==> src/hdl/ternary_base3_dot_product_unit_assert.svh <==
// Assertion macros for the ternary base-3 dot product unit.
// Expects clk and arst_n in the scope of the including module.
`ifndef TERNARY_BASE3_DOT_PRODUCT_UNIT_ASSERT_SVH
`define TERNARY_BASE3_DOT_PRODUCT_UNIT_ASSERT_SVH

`ifndef SYNTH
// Same-cycle implication: when ante holds, cons holds at that edge.
`define TBDP_ASSERT_NOW(lbl, ante, cons) \
	lbl: assert property (@(posedge clk) disable iff (!arst_n) (ante) |-> (cons)) \
		else $error("assertion failed");
// Next-cycle implication: when ante holds, cons holds at the following edge.
`define TBDP_ASSERT_NEXT(lbl, ante, cons) \
	lbl: assert property (@(posedge clk) disable iff (!arst_n) (ante) |=> (cons)) \
		else $error("assertion failed");
`else
`define TBDP_ASSERT_NOW(lbl, ante, cons)
`define TBDP_ASSERT_NEXT(lbl, ante, cons)
`endif

`endif

==> src/hdl/tbdp_pkg.sv <==
// Shared types and constants for the ternary base-3 dot product unit.
// No dependencies.
package tbdp_pkg;

	localparam int ACT_W    = 16;
	localparam int SCALE_W  = 17;
	localparam int WORD_W   = 32;
	localparam int PROD_W   = 33;
	localparam int ACC_W    = 48;

	localparam int QUEUE_DEPTH = 2;
	localparam int QPTR_W      = 1;
	localparam int QCNT_W      = 2;

	// Reciprocal of three for a 32-bit dividend: q = (x * RECIP3) >> 33.
	localparam logic [WORD_W-1:0] RECIP3 = 32'hAAAA_AAAB;
	localparam int RECIP3_SHIFT = 33;

	typedef enum logic [1:0] {
		TRIT_ZERO = 2'd0,
		TRIT_POS  = 2'd1,
		TRIT_NEG  = 2'd2
	} trit_t;

	typedef struct packed {
		logic signed [ACT_W-1:0] activation;
		logic [SCALE_W-1:0]      block_scale;
		trit_t                   trit;
		logic                    last;
	} item_t;

	typedef struct packed {
		logic valid;
		logic full;
	} queue_status_t;

	localparam logic signed [ACC_W-1:0] ACC_MAX = {1'b0, {(ACC_W-1){1'b1}}};
	localparam logic signed [ACC_W-1:0] ACC_MIN = {1'b1, {(ACC_W-1){1'b0}}};

	// Base-3 digit to trit: 1 is +1, 2 is -1, 0 and the unused code are 0.
	function automatic trit_t digit_to_trit(input logic [1:0] digit);
		trit_t t;
		case (digit)
			2'd1:    t = TRIT_POS;
			2'd2:    t = TRIT_NEG;
			default: t = TRIT_ZERO;
		endcase
		return t;
	endfunction

endpackage

==> src/hdl/tbdp_back.sv <==
// Back end: multiplies activation by block scale, applies the trit, keeps the
// saturating row accumulator and holds the result register. Depends on tbdp_pkg.
module tbdp_back (
	input  logic                                 clk,
	input  logic                                 arst_n,
	input  tbdp_pkg::item_t                      head,
	input  tbdp_pkg::queue_status_t              qstat,
	output logic                                 pop,
	output logic                                 result_valid,
	input  logic                                 result_stall,
	output logic signed [tbdp_pkg::ACC_W-1:0]    dot_product
);

	logic                                 valid_s1;
	logic signed [tbdp_pkg::PROD_W-1:0]   prod_s1;
	tbdp_pkg::trit_t                      trit_s1;
	logic                                 last_s1;
	logic signed [tbdp_pkg::ACC_W-1:0]    acc_q;
	logic                                 res_valid_q;
	logic signed [tbdp_pkg::ACC_W-1:0]    res_q;

	logic                                 out_free;
	logic                                 take_s1;
	logic signed [tbdp_pkg::SCALE_W:0]    scale_sx;
	logic signed [tbdp_pkg::PROD_W:0]     prod_full;
	logic signed [tbdp_pkg::PROD_W:0]     term;
	logic signed [tbdp_pkg::ACC_W:0]      sum;
	logic signed [tbdp_pkg::ACC_W-1:0]    acc_next;

	assign out_free = !res_valid_q || !result_stall;
	assign take_s1  = valid_s1 && (!last_s1 || out_free);
	assign pop      = qstat.valid && (!valid_s1 || take_s1);

	assign scale_sx  = $signed({1'b0, head.block_scale});
	assign prod_full = head.activation * scale_sx;

	always_comb begin
		case (trit_s1)
			tbdp_pkg::TRIT_POS: term = (tbdp_pkg::PROD_W+1)'(prod_s1);
			tbdp_pkg::TRIT_NEG: term = -(tbdp_pkg::PROD_W+1)'(prod_s1);
			default:            term = '0;
		endcase
		sum = (tbdp_pkg::ACC_W+1)'(acc_q) + (tbdp_pkg::ACC_W+1)'(term);
		if (sum[tbdp_pkg::ACC_W] != sum[tbdp_pkg::ACC_W-1]) begin
			acc_next = sum[tbdp_pkg::ACC_W] ? tbdp_pkg::ACC_MIN : tbdp_pkg::ACC_MAX;
		end else begin
			acc_next = sum[tbdp_pkg::ACC_W-1:0];
		end
	end

	always_ff @(posedge clk) begin
		if (pop) begin
			prod_s1 <= prod_full[tbdp_pkg::PROD_W-1:0];
			trit_s1 <= head.trit;
			last_s1 <= head.last;
		end
		if (take_s1 && last_s1) begin
			res_q <= acc_next;
		end
	end

	always_ff @(posedge clk or negedge arst_n) begin
		if (!arst_n) begin
			valid_s1    <= 1'b0;
			acc_q       <= '0;
			res_valid_q <= 1'b0;
		end else begin
			if (pop) begin
				valid_s1 <= 1'b1;
			end else if (take_s1) begin
				valid_s1 <= 1'b0;
			end
			if (take_s1) begin
				acc_q <= last_s1 ? '0 : acc_next;
			end
			if (take_s1 && last_s1) begin
				res_valid_q <= 1'b1;
			end else if (!result_stall) begin
				res_valid_q <= 1'b0;
			end
		end
	end

	assign result_valid = res_valid_q;
	assign dot_product  = res_q;

endmodule
==> config.mk <==
export PLATFORM = sky130hd
export DESIGN_NAME = tbdp_back
export DESIGN_NICKNAME = d
export VERILOG_FILES = /design/src/hdl/ternary_base3_dot_product_unit_assert.svh /design/src/hdl/tbdp_pkg.sv /design/src/hdl/tbdp_back.sv
export SDC_FILE = /design/constraint.sdc
export NUM_CORES = 1
export LEC_CHECK = 0
export ABC_CLOCK_PERIOD_IN_PS = 8600
export BUFFER_PORTS_ARGS = -buffer_cell sky130_fd_sc_hd__buf_2
export CAP_MARGIN = 20
export CORE_ASPECT_RATIO = 1.2
export CORE_MARGIN = 10
export CORE_UTILIZATION = 40
export CTS_CLUSTER_DIAMETER = 200
export DETAILED_ROUTE_END_ITERATION = 10
export MAX_ROUTING_LAYER = met4
export SKIP_CTS_REPAIR_TIMING = 1
export SLEW_MARGIN = 10
export SYNTH_ARGS = -nofsm -noshare
export SYNTH_HDL_FRONTEND = slang
export SYNTH_SLANG_ARGS = --single-unit
==> constraint.sdc <==
create_clock -name clk -period 8.6 [get_ports clk]
set_input_delay 2.58 -clock clk [delete_from_list [all_inputs] [get_ports clk]]
set_output_delay 2.58 -clock clk [all_outputs]
set_load 0.01 [all_outputs]
==> flow_metrics.tcl <==
set metrics [dict create \
    p_leak_nw 9.69 \
    tns_ns 0 \
    synth_seq_cells 134 \
    drt_iter0_drc 698 \
    period_minus_slack_ns 8.32 \
    setup_ws_ns 0.282 \
    ff2ff_path_depth 20 \
    rsz0062_at_grt "no" \
    power.total_w 0.00816 \
    track_usage_pct 17.7 \
    area_growth_pct 12.4 \
    pre_cts_slack_ns -0.240 \
    wl_mm 44.8 \
    fmax_mhz 120 \
    dieArea_mm2 0.0536 \
    critPathCaptureType "flop" \
    post-route-drc-count 0 \
    rr_startpoint "prod_s1[1]" \
    cts.sinks 134 \
    period_share_pct 96.7 \
    clockRootBuffer "clkbuf_16" \
    h-tree-depth 4 \
    status "finished clean" \
    synth_area_mm2 0.0179 \
    layout-drive-gt1-share_pct 12.1 \
    drv_slew 0 \
    fin_skew_ns 0.0107 \
    final_area_mm2 0.0201 \
    grt-ovfl-total 0 \
    holdCritStartpoint "acc_q[14]" \
    viasPerCell 5.17 \
    die_y_um 252 \
    cts_tree "built" \
    core_area_mm2 0.0440 \
    insertion_delay_ns 0.45 \
    clockBufferDepth 2 \
    die_w_um 213 \
    initial_core_util_pct 40.6 \
    power.density_mw_per_mm2 406 \
    yosysSeqAreaShare_pct 21.1 \
    grt_pass1_vias 14931 \
    dp_hpwl_mm 37.4 \
    nFillCells 4262 \
    ios 91 \
    path_max_fanout 8 \
    grt_pass1_wl_mm 75.2 \
    antenna_found_initial 0 \
    synth_area_per_cell_um2 8.97 \
    drv_cap 0 \
    arrival_ns 8.51 \
    setup_viol 0 \
    vdd_ir_drop_max_mv 0.413 \
    io_buffers 89 \
    synth-edff-count 84 \
    ys_types 75 \
    synth_cells 1994 \
    place_area_mm2 0.0195 \
    setup.worst_path.class "in -> reg" \
    clk_pin_slew_ns 0.06 \
    hold_path_class "reg -> reg" \
    dr.pass1.iters 5 \
    wl_per_cell_um 16.6 \
    grt_max_degree 53 \
    critPathRequiredTime_ns 8.79 \
    reg2reg_slack_ns 1.98 \
    postRouteAntennaNets 0 \
    dr_total_vias 13939 \
    synthFlopType "edfxtp_1" \
    gp_congestion 0.890 \
    timing_hold_violations_final 0 \
    antennaDiodeCount 0 \
    synth_nets 2414 \
    holdPathEnd "acc_q[14]" \
    whs_ns 0.476 \
    cp-start-kind "input port" \
    async_reset_ff_share_pct 37.3 \
    worst_slew_pin_slew_ns 1.09 \
    cts_inserted_buffers 17 \
    synth.yosys.warnings 0 \
    num_rows 84 \
    crit_start "head[26]" \
    r2r_end "dot_product[2]" \
    min_path_cells 2 \
    nets 2543 \
    max_slew_margin_pct 26.9 \
]
critical path, cell delays in order:
cell and delay [ns]:
buf_2 0.15, buf_4 0.17, and2_1 0.16, fa_1 0.54, inv_1 0.06, fa_1 0.50
fa_1 0.55, inv_1 0.06, fa_1 0.47, fa_1 0.56, inv_1 0.06, fa_1 0.53
inv_1 0.04, ha_1 0.21, a21o_1 0.20, a21o_1 0.19, a21oi_2 0.20, nor2b_1 0.07
o21ai_1 0.16, a21boi_0 0.16, o41ai_2 0.43, buf_4 0.18, o21bai_1 0.05, a21oi_1 0.17
xnor2_1 0.08
through the flow:
stage	util (%)	std cells
after floorplan	-	1994
after global placement	44.3	2663
after detailed placement	44.3	2663
after CTS	45.6	2695
after global routing	45.6	2695
final	45.6	2695
cell usage after synthesis (all sizes together), types with 18 or more instances:
cell / count / area share [%]
nand2b: 21 / 0.73
dfrtp: 50 / 7.0
a21o: 37 / 1.6
nor2: 131 / 2.8
xnor2: 43 / 2.1
nand4: 18 / 0.63
buf: 20 / 0.67
clkbuf: 67 / 1.4
edfxtp: 84 / 14
o21ai: 109 / 3.1
fa: 209 / 23
nand2: 229 / 4.8
nand3: 20 / 0.56
inv: 276 / 5.8
and2: 138 / 4.8
xor2: 30 / 1.5
maj3: 29 / 1.6
a21oi: 111 / 3.1
ha: 170 / 12
nor3: 32 / 0.92
layout make-up:
cell class,instances,area (µm²),share of cell area (%)
well taps,559,699,3.48
flip-flops and latches,134,3770,18.8
clock buffers,18,429,2.14
inverters,277,1040,5.17
repair buffers,197,1280,6.38
clock inverters,14,140,0.697
multi-input cells,1496,12700,63.4
logic make-up after synthesis:
kind of cell	after synthesis	synth area share, %
buffers and inverters	364	7.90
adder cells (fa/ha/maj)	408	36.9
flip-flops	134	21.1
XOR/XNOR	73	3.58
AND/OR/NAND/NOR	649	17.5
AO/OA/AOI/OAI	366	13.0
per-layer routing:
layer / global-route usage, % / share of wire (%)
met5: - / 0
met4: 4.43 / 1.8
met3: 2.29 / 3.0
met2: 31.6 / 52
met1: 20.6 / 43
registers in the layout, indices dropped and copies added (netlist names):
name	flops
last_s1	1
acc_q	48
valid_s1	1
trit_s1	2
prod_s1	33
dot_product	48
result_valid	1
how the worst max path moves through the flow:
stage / to / slack [ns] / cells after the start
floorplan: prod_s1[32] / 0.04 / 24
global placement: prod_s1[30] / -0.17 / 25
detailed placement: prod_s1[30] / -0.24 / 24
CTS: prod_s1[30] / 0.24 / 24
global route: prod_s1[30] / 0.003 / 25
finish: prod_s1[30] / 0.28 / 25
report_power, final:
part	total, W	internal [W]	switching (W)
Sequential	0.00139	0.00123	0.000159
Combinational	0.00606	0.00282	0.00324
Clock	0.000709	0.000404	0.000305
Total	0.00816	0.00445	0.00371
cell usage in the layout (no fill, tap or decap), types with 30 or more instances in the layout:
cell type | Yosys | routed
buf_4 | 7 | 106
a21oi_1 | 110 | 109
xnor2_1 | 43 | 43
nand2_1 | 229 | 228
o21ai_0 | 70 | 69
nor2_1 | 131 | 130
nor3_1 | 31 | 31
edfxtp_1 | 84 | 84
ha_1 | 170 | 170
o21ai_1 | 37 | 37
fa_1 | 209 | 209
dfrtp_1 | 50 | 50
xor2_1 | 30 | 30
inv_1 | 275 | 275
buf_2 | 9 | 89
and2_1 | 137 | 136
a21o_1 | 37 | 37
Power figures use the tool's default switching activity.
