===== config.mk =====
export PLATFORM = sky130hd
export DESIGN_NAME = tbdp_queue
export DESIGN_NICKNAME = d
export VERILOG_FILES = /design/src/hdl/ternary_base3_dot_product_unit_assert.svh /design/src/hdl/tbdp_pkg.sv /design/src/hdl/tbdp_queue.sv
export SDC_FILE = /design/constraint.sdc
export NUM_CORES = 1
export LEC_CHECK = 0
export BUFFER_PORTS_ARGS = -buffer_cell sky130_fd_sc_hd__buf_2
export CAP_MARGIN = 10
export CORE_MARGIN = 2
export CORE_UTILIZATION = 52
export CTS_CLUSTER_SIZE = 24
export DETAILED_ROUTE_END_ITERATION = 8
export PLACE_DENSITY_LB_ADDON = 0.15
export SYNTH_ARGS = -nofsm -noshare
export SYNTH_HDL_FRONTEND = slang
export SYNTH_SLANG_ARGS = --single-unit
export TNS_END_PERCENT = 1

===== constraint.sdc =====
create_clock -name clk -period 2.85 [get_ports clk]
set_input_delay 0.285 -clock clk [delete_from_list [all_inputs] [get_ports clk]]
set_output_delay 0.285 -clock clk [all_outputs]
set_load 0.01 [all_outputs]

===== src/hdl/ternary_base3_dot_product_unit_assert.svh =====
// Assertion macros for the ternary base-3 dot product unit.
// Expects clk and arst_n in the scope of the including module.
`ifndef TERNARY_BASE3_DOT_PRODUCT_UNIT_ASSERT_SVH
`define TERNARY_BASE3_DOT_PRODUCT_UNIT_ASSERT_SVH

`ifndef SYNTH
// Same-cycle implication: when ante holds, cons holds at that edge.
`define TBDP_ASSERT_NOW(lbl, ante, cons) \
	lbl: assert property (@(posedge clk) disable iff (!arst_n) (ante) |-> (cons)) \
		else $error("assertion failed");
// Next-cycle implication: when ante holds, cons holds at the following edge.
`define TBDP_ASSERT_NEXT(lbl, ante, cons) \
	lbl: assert property (@(posedge clk) disable iff (!arst_n) (ante) |=> (cons)) \
		else $error("assertion failed");
`else
`define TBDP_ASSERT_NOW(lbl, ante, cons)
`define TBDP_ASSERT_NEXT(lbl, ante, cons)
`endif

`endif


===== src/hdl/tbdp_pkg.sv =====
// Shared types and constants for the ternary base-3 dot product unit.
// No dependencies.
package tbdp_pkg;

	localparam int ACT_W    = 16;
	localparam int SCALE_W  = 17;
	localparam int WORD_W   = 32;
	localparam int PROD_W   = 33;
	localparam int ACC_W    = 48;

	localparam int QUEUE_DEPTH = 2;
	localparam int QPTR_W      = 1;
	localparam int QCNT_W      = 2;

	// Reciprocal of three for a 32-bit dividend: q = (x * RECIP3) >> 33.
	localparam logic [WORD_W-1:0] RECIP3 = 32'hAAAA_AAAB;
	localparam int RECIP3_SHIFT = 33;

	typedef enum logic [1:0] {
		TRIT_ZERO = 2'd0,
		TRIT_POS  = 2'd1,
		TRIT_NEG  = 2'd2
	} trit_t;

	typedef struct packed {
		logic signed [ACT_W-1:0] activation;
		logic [SCALE_W-1:0]      block_scale;
		trit_t                   trit;
		logic                    last;
	} item_t;

	typedef struct packed {
		logic valid;
		logic full;
	} queue_status_t;

	localparam logic signed [ACC_W-1:0] ACC_MAX = {1'b0, {(ACC_W-1){1'b1}}};
	localparam logic signed [ACC_W-1:0] ACC_MIN = {1'b1, {(ACC_W-1){1'b0}}};

	// Base-3 digit to trit: 1 is +1, 2 is -1, 0 and the unused code are 0.
	function automatic trit_t digit_to_trit(input logic [1:0] digit);
		trit_t t;
		case (digit)
			2'd1:    t = TRIT_POS;
			2'd2:    t = TRIT_NEG;
			default: t = TRIT_ZERO;
		endcase
		return t;
	endfunction

endpackage


===== src/hdl/tbdp_queue.sv =====
// Two-entry queue that decouples the front end from the multiply-accumulate
// back end. Depends on tbdp_pkg.
module tbdp_queue (
	input  logic                    clk,
	input  logic                    arst_n,
	input  logic                    push,
	input  tbdp_pkg::item_t         push_item,
	input  logic                    pop,
	output tbdp_pkg::item_t         head,
	output tbdp_pkg::queue_status_t status
);

	tbdp_pkg::item_t                 slot_q [tbdp_pkg::QUEUE_DEPTH];
	logic [tbdp_pkg::QPTR_W-1:0]     wr_ptr_q;
	logic [tbdp_pkg::QPTR_W-1:0]     rd_ptr_q;
	logic [tbdp_pkg::QCNT_W-1:0]     count_q;

	localparam logic [tbdp_pkg::QPTR_W-1:0] PTR_LAST =
		tbdp_pkg::QPTR_W'(tbdp_pkg::QUEUE_DEPTH - 1);
	localparam logic [tbdp_pkg::QCNT_W-1:0] CNT_FULL =
		tbdp_pkg::QCNT_W'(tbdp_pkg::QUEUE_DEPTH);

	assign head         = slot_q[rd_ptr_q];
	assign status.valid = (count_q != '0);
	assign status.full  = (count_q == CNT_FULL);

	always_ff @(posedge clk) begin
		if (push) begin
			slot_q[wr_ptr_q] <= push_item;
		end
	end

	always_ff @(posedge clk or negedge arst_n) begin
		if (!arst_n) begin
			wr_ptr_q <= '0;
			rd_ptr_q <= '0;
			count_q  <= '0;
		end else begin
			if (push) begin
				wr_ptr_q <= (wr_ptr_q == PTR_LAST) ? '0 : wr_ptr_q + 1'b1;
			end
			if (pop) begin
				rd_ptr_q <= (rd_ptr_q == PTR_LAST) ? '0 : rd_ptr_q + 1'b1;
			end
			case ({push, pop})
				2'b10:   count_q <= count_q + 1'b1;
				2'b01:   count_q <= count_q - 1'b1;
				default: count_q <= count_q;
			endcase
		end
	end

endmodule


==> results.toml, run 1 <==
[outcome]
status = "finished, final reports clean"

[floorplanning]
coreArea_sq_mm = 0.00547
fp.dieH_um = 79.1
initial_utilization_pct = 53.6
fp.dieArea_sq_mm = 0.00626
rows = 27
ios = 78
die_w_um = 79.1

[placement]
dp_slack_ns = 0.935
portBuffers = 77
dpl.cell_count = 275
gp_congestion = 0.646

[clocking]
path_clk_slew_ns = 0.08
cts_made_buffers = 9
cts-root-buf = "clkbuf_8"
cts_tree = "done"
clk_latency_ns = 0.34
htree_num_levels = 3
cts_buffer_depth = 2
cts_sinks = 76

[global_route]
grt_max_degree = 37
antenna_found_initial = 0
grt_usage_pct = 15.2
grt_pass1_vias = 1455
overflow = 0
grt_pass1_wl_um = 6780

[hold_path]
hold_end = "slot_q[1][5]"
holdCritStartpoint = "push_item[5]"
hold_depth = 1
hp-class = "primary input to flip-flop"

[synthesis]
synth.distinct_cells = 14
synth-seq-cells = 76
synth_top_area_cell = "edfxtp_1"
avgSynthCellArea_sq_um = 22.9
syn_inst = 128
synthSimpleGateAreaFrac_pct = 0.896
yosysWarnings = 0
syn_nets = 169
yosysSeqAreaShare_pct = 77.1
synth_top_family_by_area = "multiplexers"
synth_area_leaders = "edfxtp_1, mux2_4, dfrtp_1, mux2_2, buf_12"
synthAdderAreaFrac_pct = 0.426
muxShareOfSynthArea_pct = 17.5
yosys.area.top_type_share_pct = 73.7
synth.cell_area_sq_mm = 0.00293
synth_compound_area_share_pct = 0
synthXorXnorAreaFrac_pct = 1.49

[job]
cap_violations = 0

[power]
power_frac_comb_pct = 29.6
power_density_mw_per_mm2 = 958
leakage_nw = 1.45
peakVddDrop_v = 0.000610
p_sw_mw = 0.951
p_sw_share_pct = 27.8
p_int_mw = 2.47
p_clk_share_pct = 22.8
p_seq_share_pct = 47.7

[setup_path]
reg2reg_from = "wr_ptr_q"
reg2reg_depth = 2
cp_max_fo = 21
reg2reg_to = "slot_q[0][26]"
worstSetupEndpointType = "output pin"
path_class = "flip-flop to output pin"
reg2reg_slack_ns = 1.28
start_kind = "flip-flop"
cp.arrival_ns = 1.98
crit_required_ns = 2.57

[timing]
fin_crit_sh_pct = 79.5
rsz0062_at_grt = "false"
finalSetupTns_ns = 0
finalHoldViolations = 0
slew_violations = 0
whs_ns = 0.126
slew_headroom_pct = 42.6
setup_viol = 0
tightest_slew_ns = 0.860
fmax_mhz = 441
period_needed_ns = 2.27
setup_ws_ns = 0.584
skew_ns = 0.00853

[detailed_routing]
wl_per_cell_um = 15.1
wl_um = 4410
drc = 0
viasPerCell = 4.88
vias = 1425
highest_layer = "met4"
antenna_left = 0
drt_first_pass_iters = 4
wl_met1_um = 1820
wl_met2_um = 2180
drt_iter0_markers = 89
route.met3.wl_um = 289

[finish]
drive_gt1_share_pct = 60.9
n_antenna_cell = 0
area_growth_pct = 21.6
fin_cells = 292
nNetsFinal = 256
-- routing by layer --
| layer | global-route usage, % | vias up |
|---|---|---|
| met1 | 18.2 | 689 |
| met5 | 0 | - |
| met4 | 8.79 | 0 |
| met2 | 24.2 | 57 |
| li1 | - | 668 |
| met3 | 5.00 | 11 |
-- cell usage after synthesis (all sizes together) --
| library cell | count |
|---|---|
| edfxtp | 72 |
| mux2 | 36 |
| buf | 4 |
| dfrtp | 4 |
| xor2 | 3 |
| nor2 | 2 |
| xnor2 | 2 |
| and2 | 1 |
| ha | 1 |
| inv | 1 |
| nor2b | 1 |
| or2 | 1 |
-- sequential cells by signal, indices dropped and copies added (netlist names) --
signal    count
rd_ptr_q      1
slot_q       72
wr_ptr_q      1
count_q       2
-- how the worst max path moves through the flow --
stage | slack [ns] | startpoint | cells after the start | to
after floorplan | 0.51 | wr_ptr_q | 1 | slot_q[0][0]
after detailed placement | 0.93 | rd_ptr_q | 3 | head[32]
after global placement | 0.96 | rd_ptr_q | 3 | head[32]
final | 0.58 | rd_ptr_q | 3 | head[29]
after global routing | 0.48 | rd_ptr_q | 3 | head[29]
after CTS | 0.55 | rd_ptr_q | 3 | head[32]
-- worst max-delay path, stage by stage, from the launching register on --
cell     delay (ns)
dfrtp_2        0.74
buf_4          0.42
mux2_4         0.33
buf_2          0.14
-- cells by family (layout without fill, tap and decap cells) --
| group | after synthesis | after routing |
|---|---|---|
| fa+ha+maj | 1 | 1 |
| flops | 76 | 76 |
| buf+inv | 5 | 97 |
| simple gates | 5 | 5 |
| xor+xnor | 5 | 5 |
| mux | 36 | 36 |
-- timing repair --
item | 4_1_cts | 5_1_grt
buffers inserted | 0 | 0
endpoints found under the hold margin | 4 | 0
hold buffers | 1 | 0
resized for setup | 0 | 0
-- layout make-up --
| cell class | instances | area, sq um |
|---|---|---|
| clock buffers | 11 | 141 |
| clock inverters | 5 | 52.6 |
| fillers | 393 | 1910 |
| inverters | 1 | 3.75 |
| multi-input cells | 47 | 606 |
| flip-flops and latches | 76 | 2260 |
| well taps | 72 | 90.1 |
| repair buffers | 80 | 410 |
-- cell usage in the layout (no fill, tap or decap), types with 2 or more instances in the layout --
cell,instances
buf_2,77
buf_4,2
clkbuf_8,10
clkinv_2,3
dfrtp_1,3
edfxtp_1,72
mux2_2,7
mux2_4,29
xnor2_1,2
xor2_1,3
-- power by group through the flow --
stage | clock network [mW] | registers (mW) | logic (mW)
2_1_floorplan | 0 | 1.57 | 0.854
3_3_place_gp | 0 | 1.64 | 1.01
3_5_place_dp | 0 | 1.66 | 1.02
4_1_cts | 0.803 | 1.64 | 1.03
5_1_grt | 0.845 | 1.66 | 1.08
6_report | 0.778 | 1.63 | 1.01
-- per-stage QoR --
step	instance area (sq um)	util, %	power, mW
after floorplan	2930	-	2.42
after global placement	3360	61.5	2.65
after detailed placement	3360	61.5	2.68
after CTS	3570	65.2	3.47
after global routing	3570	65.2	3.59
final	3570	65.2	3.42
Note: power is estimated with default switching activity, not from simulation.
==> run 2, diff against run 1 <==
--- a/config.mk
+++ b/config.mk
@@ -8,7 +8,7 @@
 export BUFFER_PORTS_ARGS = -buffer_cell sky130_fd_sc_hd__buf_2
 export CAP_MARGIN = 10
 export CORE_MARGIN = 2
-export CORE_UTILIZATION = 52
+export CORE_UTILIZATION = 47
 export CTS_CLUSTER_SIZE = 24
 export DETAILED_ROUTE_END_ITERATION = 8
 export PLACE_DENSITY_LB_ADDON = 0.15
==> constraint.sdc (replaced) <==
create_clock -name clk -period 2 [get_ports clk]
set_input_delay 0.2 -clock clk [delete_from_list [all_inputs] [get_ports clk]]
set_output_delay 0.2 -clock clk [all_outputs]
set_load 0.01 [all_outputs]
==> results.toml, run 2 (synthesis results as in run 1) <==
[outcome]
status = "finished, final reports clean"

[setup_path]
critPathLaunch = "rd_ptr_q"
start_kind = "flip-flop"
cp.arrival_ns = 1.53
path_class = "flip-flop to output pin"
reg2reg_from = "wr_ptr_q"
worstSetupEndpointType = "output pin"
cp_max_fo = 21
crit_required_ns = 1.80
reg2reg_slack_ns = 0.66

[power]
p_total_mw = 4.89
power_density_mw_per_mm2 = 1360
leakage_nw = 1.46
peakVddDrop_v = 0.000600

[floorplanning]
coreArea_sq_mm = 0.00599
fp.dieH_um = 83.0
initial_utilization_pct = 49.0
rows = 28
die_w_um = 83.0
fp.dieArea_sq_mm = 0.00689
ios = 78

[timing]
skew_ns = 0.00420
finalSetupTns_ns = 0
finalHoldViolations = 0
setup_viol = 0
fmax_mhz = 577
tightest_slew_ns = 0.381
fin_crit_sh_pct = 86.6
slew_violations = 0
period_needed_ns = 1.73
slew_headroom_pct = 74.5
rsz0062_at_grt = "false"

[finish]
n_antenna_cell = 0
final_cell_mix = "buf_2, edfxtp_1, mux2_4"
area_growth_pct = 22.7
final_common_cell = "buf_2"
reg_top3 = "slot_q (72), count_q (2)"
fin_util_pct = 60.1
nNetsFinal = 258
largest_reg_flops = 72
fin_cells = 297
postLayoutCellArea_sq_mm = 0.00360
max_flop_register = "slot_q"
drive_gt1_share_pct = 60.4

[global_route]
grt_pass1_vias = 1512
grt_usage_pct = 14.0
antenna_found_initial = 0
grt_max_degree = 27
overflow = 0
grt_pass1_wl_um = 7360

[detailed_routing]
wl_met2_um = 2250
highest_layer = "met4"
route.met3.wl_um = 260
vias = 1435
viasPerCell = 4.83
drt_first_pass_iters = 4
antenna_left = 0
wl_met1_um = 2070
drt_iter0_markers = 101
wl_per_cell_um = 15.6
drc = 0
wl_um = 4630

[placement]
gp_congestion = 0.752
placed_area_sq_mm = 0.00341
portBuffers = 77
dpl.cell_count = 280
dp_hpwl_um = 3150

[clocking]
cts_sinks = 76
cts_buffer_depth = 2
path_clk_slew_ns = 0.07
cts-root-buf = "clkbuf_8"
htree_num_levels = 3
cts_made_buffers = 9
postCtsSetupRepairBufs = 0
postCtsResizedCells = 0
cts_tree = "done"
clk_latency_ns = 0.33
holdBufCountCts = 1

[job]
cap_violations = 0

[hold_path]
holdCritStartpoint = "push_item[9]"
hp-class = "primary input to flip-flop"
-- run 2: cell count changes in the layout (fill, tap and decap cells not counted), sizes merged --
cell / delta
buf: +2
clkinv: +1
clkbuf: -1
-- run 2: per-stage QoR --
step	hold slack (ns)	setup slack, ns
after floorplan	-0.0956	0.257
after global placement	0.0109	0.621
after detailed placement	0.0150	0.590
after CTS	0.0386	0.228
after global routing	0.0366	0.201
final	0.0556	0.268
-- run 2: layer usage --
metal | track usage (%) | vias up
met4 | 6.71 | 0
met5 | 0 | -
met1 | 17.6 | 700
met2 | 22.4 | 56
met3 | 4.08 | 7
li1 | - | 672
-- run 2: area by class of cell --
type | instances | area, sq um
timing repair buffer | 82 | 450
clock inverter | 6 | 55.1
sequential | 76 | 2260
multi-input combinational | 47 | 606
inverter | 1 | 3.75
tap | 75 | 93.8
fill | 469 | 2390
clock buffer | 10 | 128
-- run 2: path summary, 6_finish.rpt --
| check | to | depth (start not counted) |
|---|---|---|
| worst max-delay path | head[35] | 3 |
| worst min-delay path | slot_q[0][9] | 1 |
| worst max register to register | slot_q[1][30] | 2 |
| worst min register to register | count_q[1] | 1 |
| max in group asynchronous | rd_ptr_q | 2 |
| min in group asynchronous | count_q[1] | 2 |
-- run 2: critical path: stages, from the launching register on --
cell     delay [ns]
dfrtp_2        0.36
buf_4          0.34
mux2_2         0.37
buf_2          0.14
-- run 2: power by group --
part	total, mW	switching [mW]	internal, mW
logic	1.60	0.766	0.838
registers	2.23	0.107	2.12
clock network	1.06	0.499	0.564
==> run 3, diff against run 2 <==
--- a/config.mk
+++ b/config.mk
@@ -12,6 +12,7 @@
 export CTS_CLUSTER_SIZE = 24
 export DETAILED_ROUTE_END_ITERATION = 8
 export PLACE_DENSITY_LB_ADDON = 0.15
+export SETUP_SLACK_MARGIN = 0.5
 export SYNTH_ARGS = -nofsm -noshare
 export SYNTH_HDL_FRONTEND = slang
 export SYNTH_SLANG_ARGS = --single-unit
==> results.toml, run 3 (synthesis results as in run 1) <==
[timing]
rsz0062_at_grt = "true"
period_needed_ns = 1.65
fmax_mhz = 608
tightest_slew_ns = 0.300
setup_ws_ns = 0.355
slew_headroom_pct = 80.0
finalSetupTns_ns = 0
finalHoldViolations = 0
fin_crit_sh_pct = 82.3
slew_violations = 0
setup_viol = 0
skew_ns = 0.00481

[floorplanning]
fp.dieArea_sq_mm = 0.00689
coreArea_sq_mm = 0.00599
fp.dieH_um = 83.0
initial_utilization_pct = 49.0
ios = 78
die_w_um = 83.0
rows = 28

[finish]
largest_reg_flops = 72
fin_cells = 298
area_growth_pct = 24.6
final_common_cell = "buf_2"
max_flop_register = "slot_q"
seq_area_sq_mm = 0.00226
n_antenna_cell = 0
drive_gt1_share_pct = 60.1
fillers = 449
final_cell_mix = "buf_2, edfxtp_1, mux2_4"
reg_top3 = "slot_q (72), count_q (2)"
nNetsFinal = 259
multiInputGateArea_sq_um = 606

[setup_path]
worstSetupEndpointType = "output pin"
cp.arrival_ns = 1.45
cp_max_fo = 25
path_class = "flip-flop to output pin"
start_kind = "flip-flop"
crit_required_ns = 1.80

[detailed_routing]
drt_iter0_markers = 54
antenna_left = 0
drc = 0
wl_um = 4620
viasPerCell = 4.84
vias = 1441
drt_first_pass_iters = 3
wl_per_cell_um = 15.5

[placement]
portBuffers = 77
dpl.cell_count = 281
dp_hpwl_um = 3230
gp_congestion = 0.679
dp_slack_ns = 0.693

[clocking]
cts_sinks = 76
cts-root-buf = "clkbuf_8"
cts_tree = "done"
path_clk_slew_ns = 0.08
cts_buffer_depth = 2
postCtsSetupRepairBufs = 0
cts_made_buffers = 9
htree_num_levels = 3
clk_latency_ns = 0.33

[power]
p_clk_share_pct = 25.5
leakage_nw = 1.49
p_sw_mw = 1.38
p_sw_share_pct = 26.7
power_frac_comb_pct = 31.3
p_int_mw = 3.79
p_seq_share_pct = 43.1
peakVddDrop_v = 0.000882
power_density_mw_per_mm2 = 1410

[outcome]
status = "finished, final reports clean"

[global_route]
grt_usage_pct = 13.8
grt_pass1_vias = 1556
grt_pass1_wl_um = 7290
grt_max_degree = 29
globalRouteMet1Util_pct = 14.2
antenna_found_initial = 0
overflow = 0
use_met2_pct = 24.8
grtUsageMet3_pct = 5.86
grt.busiest_layer = "met2"

[hold_path]
hp-class = "primary input to flip-flop"

[job]
cap_violations = 0
## run 3: changes by cell type in the layout (fill, tap and decap cells not counted), sizes merged
cell,delta
buf,+1
bufinv,+2
clkbuf,-1
clkinvlp,-1
## run 3: layer usage
| metal | vias up | part of all wire (%) |
|---|---|---|
| met3 | 7 | 6.5 |
| met2 | 47 | 54 |
| li1 | 676 | - |
| met1 | 711 | 38 |
| met4 | 0 | 1.5 |
| met5 | - | 0 |
## run 3: final cells by class
type	count	share of cell area [%]
Clock inverter	7	2.87
Multi-Input combinational cell	47	16.6
Sequential cell	76	61.9
Clock buffer	9	3.39
Tap cell	75	2.57
Inverter	1	0.103
Timing Repair Buffer	83	12.6
## run 3: stage by stage
stage / cell area (sq um) / power, mW / util, % / hold slack [ns]
floorplan: 2940 / 3.45 / - / -0.0956
global placement: 3410 / 3.86 / 57.0 / 0.0118
detailed placement: 3410 / 3.92 / 57.0 / 0.0179
CTS: 3660 / 5.24 / 61.0 / 0.0359
global route: 3660 / 5.42 / 61.0 / 0.0304
finish: 3660 / 5.17 / 61.0 / 0.0522
## run 3: worst paths after layout
kind	startpoint	to	slack, ns	cells past startpoint
worst max-delay path	rd_ptr_q	head[20]	0.35	3
min in group asynchronous	arst_n	count_q[0]	0.20	2
worst min-delay path	push_item[26]	slot_q[1][26]	0.05	1
max in group asynchronous	arst_n	rd_ptr_q	1.66	2
worst max register to register	wr_ptr_q	slot_q[1][12]	0.69	2
worst min register to register	count_q[1]	count_q[1]	0.49	1
## run 3: repair_timing
item                                    4_1_cts  5_1_grt
endpoints found under the setup margin       36       36
hold buffers                                  1        0
hold endpoints to repair                      4        0
pin swaps                                     0        0
gates resized for setup                       1        0
## run 3: worst max-delay path, stage by stage (launching register included)
cell,delay [ns]
dfrtp_2,0.39
buf_12,0.21
mux2_2,0.36
buf_2,0.14
## run 3: power groups by stage
stage               registers [mW]  logic [mW]  clock network (mW)
floorplan                     2.23        1.22                   0
global placement              2.24        1.62                   0
detailed placement            2.27        1.65                   0
CTS                           2.24        1.66                1.35
global route                  2.26        1.74                1.42
finish                        2.23        1.62                1.32
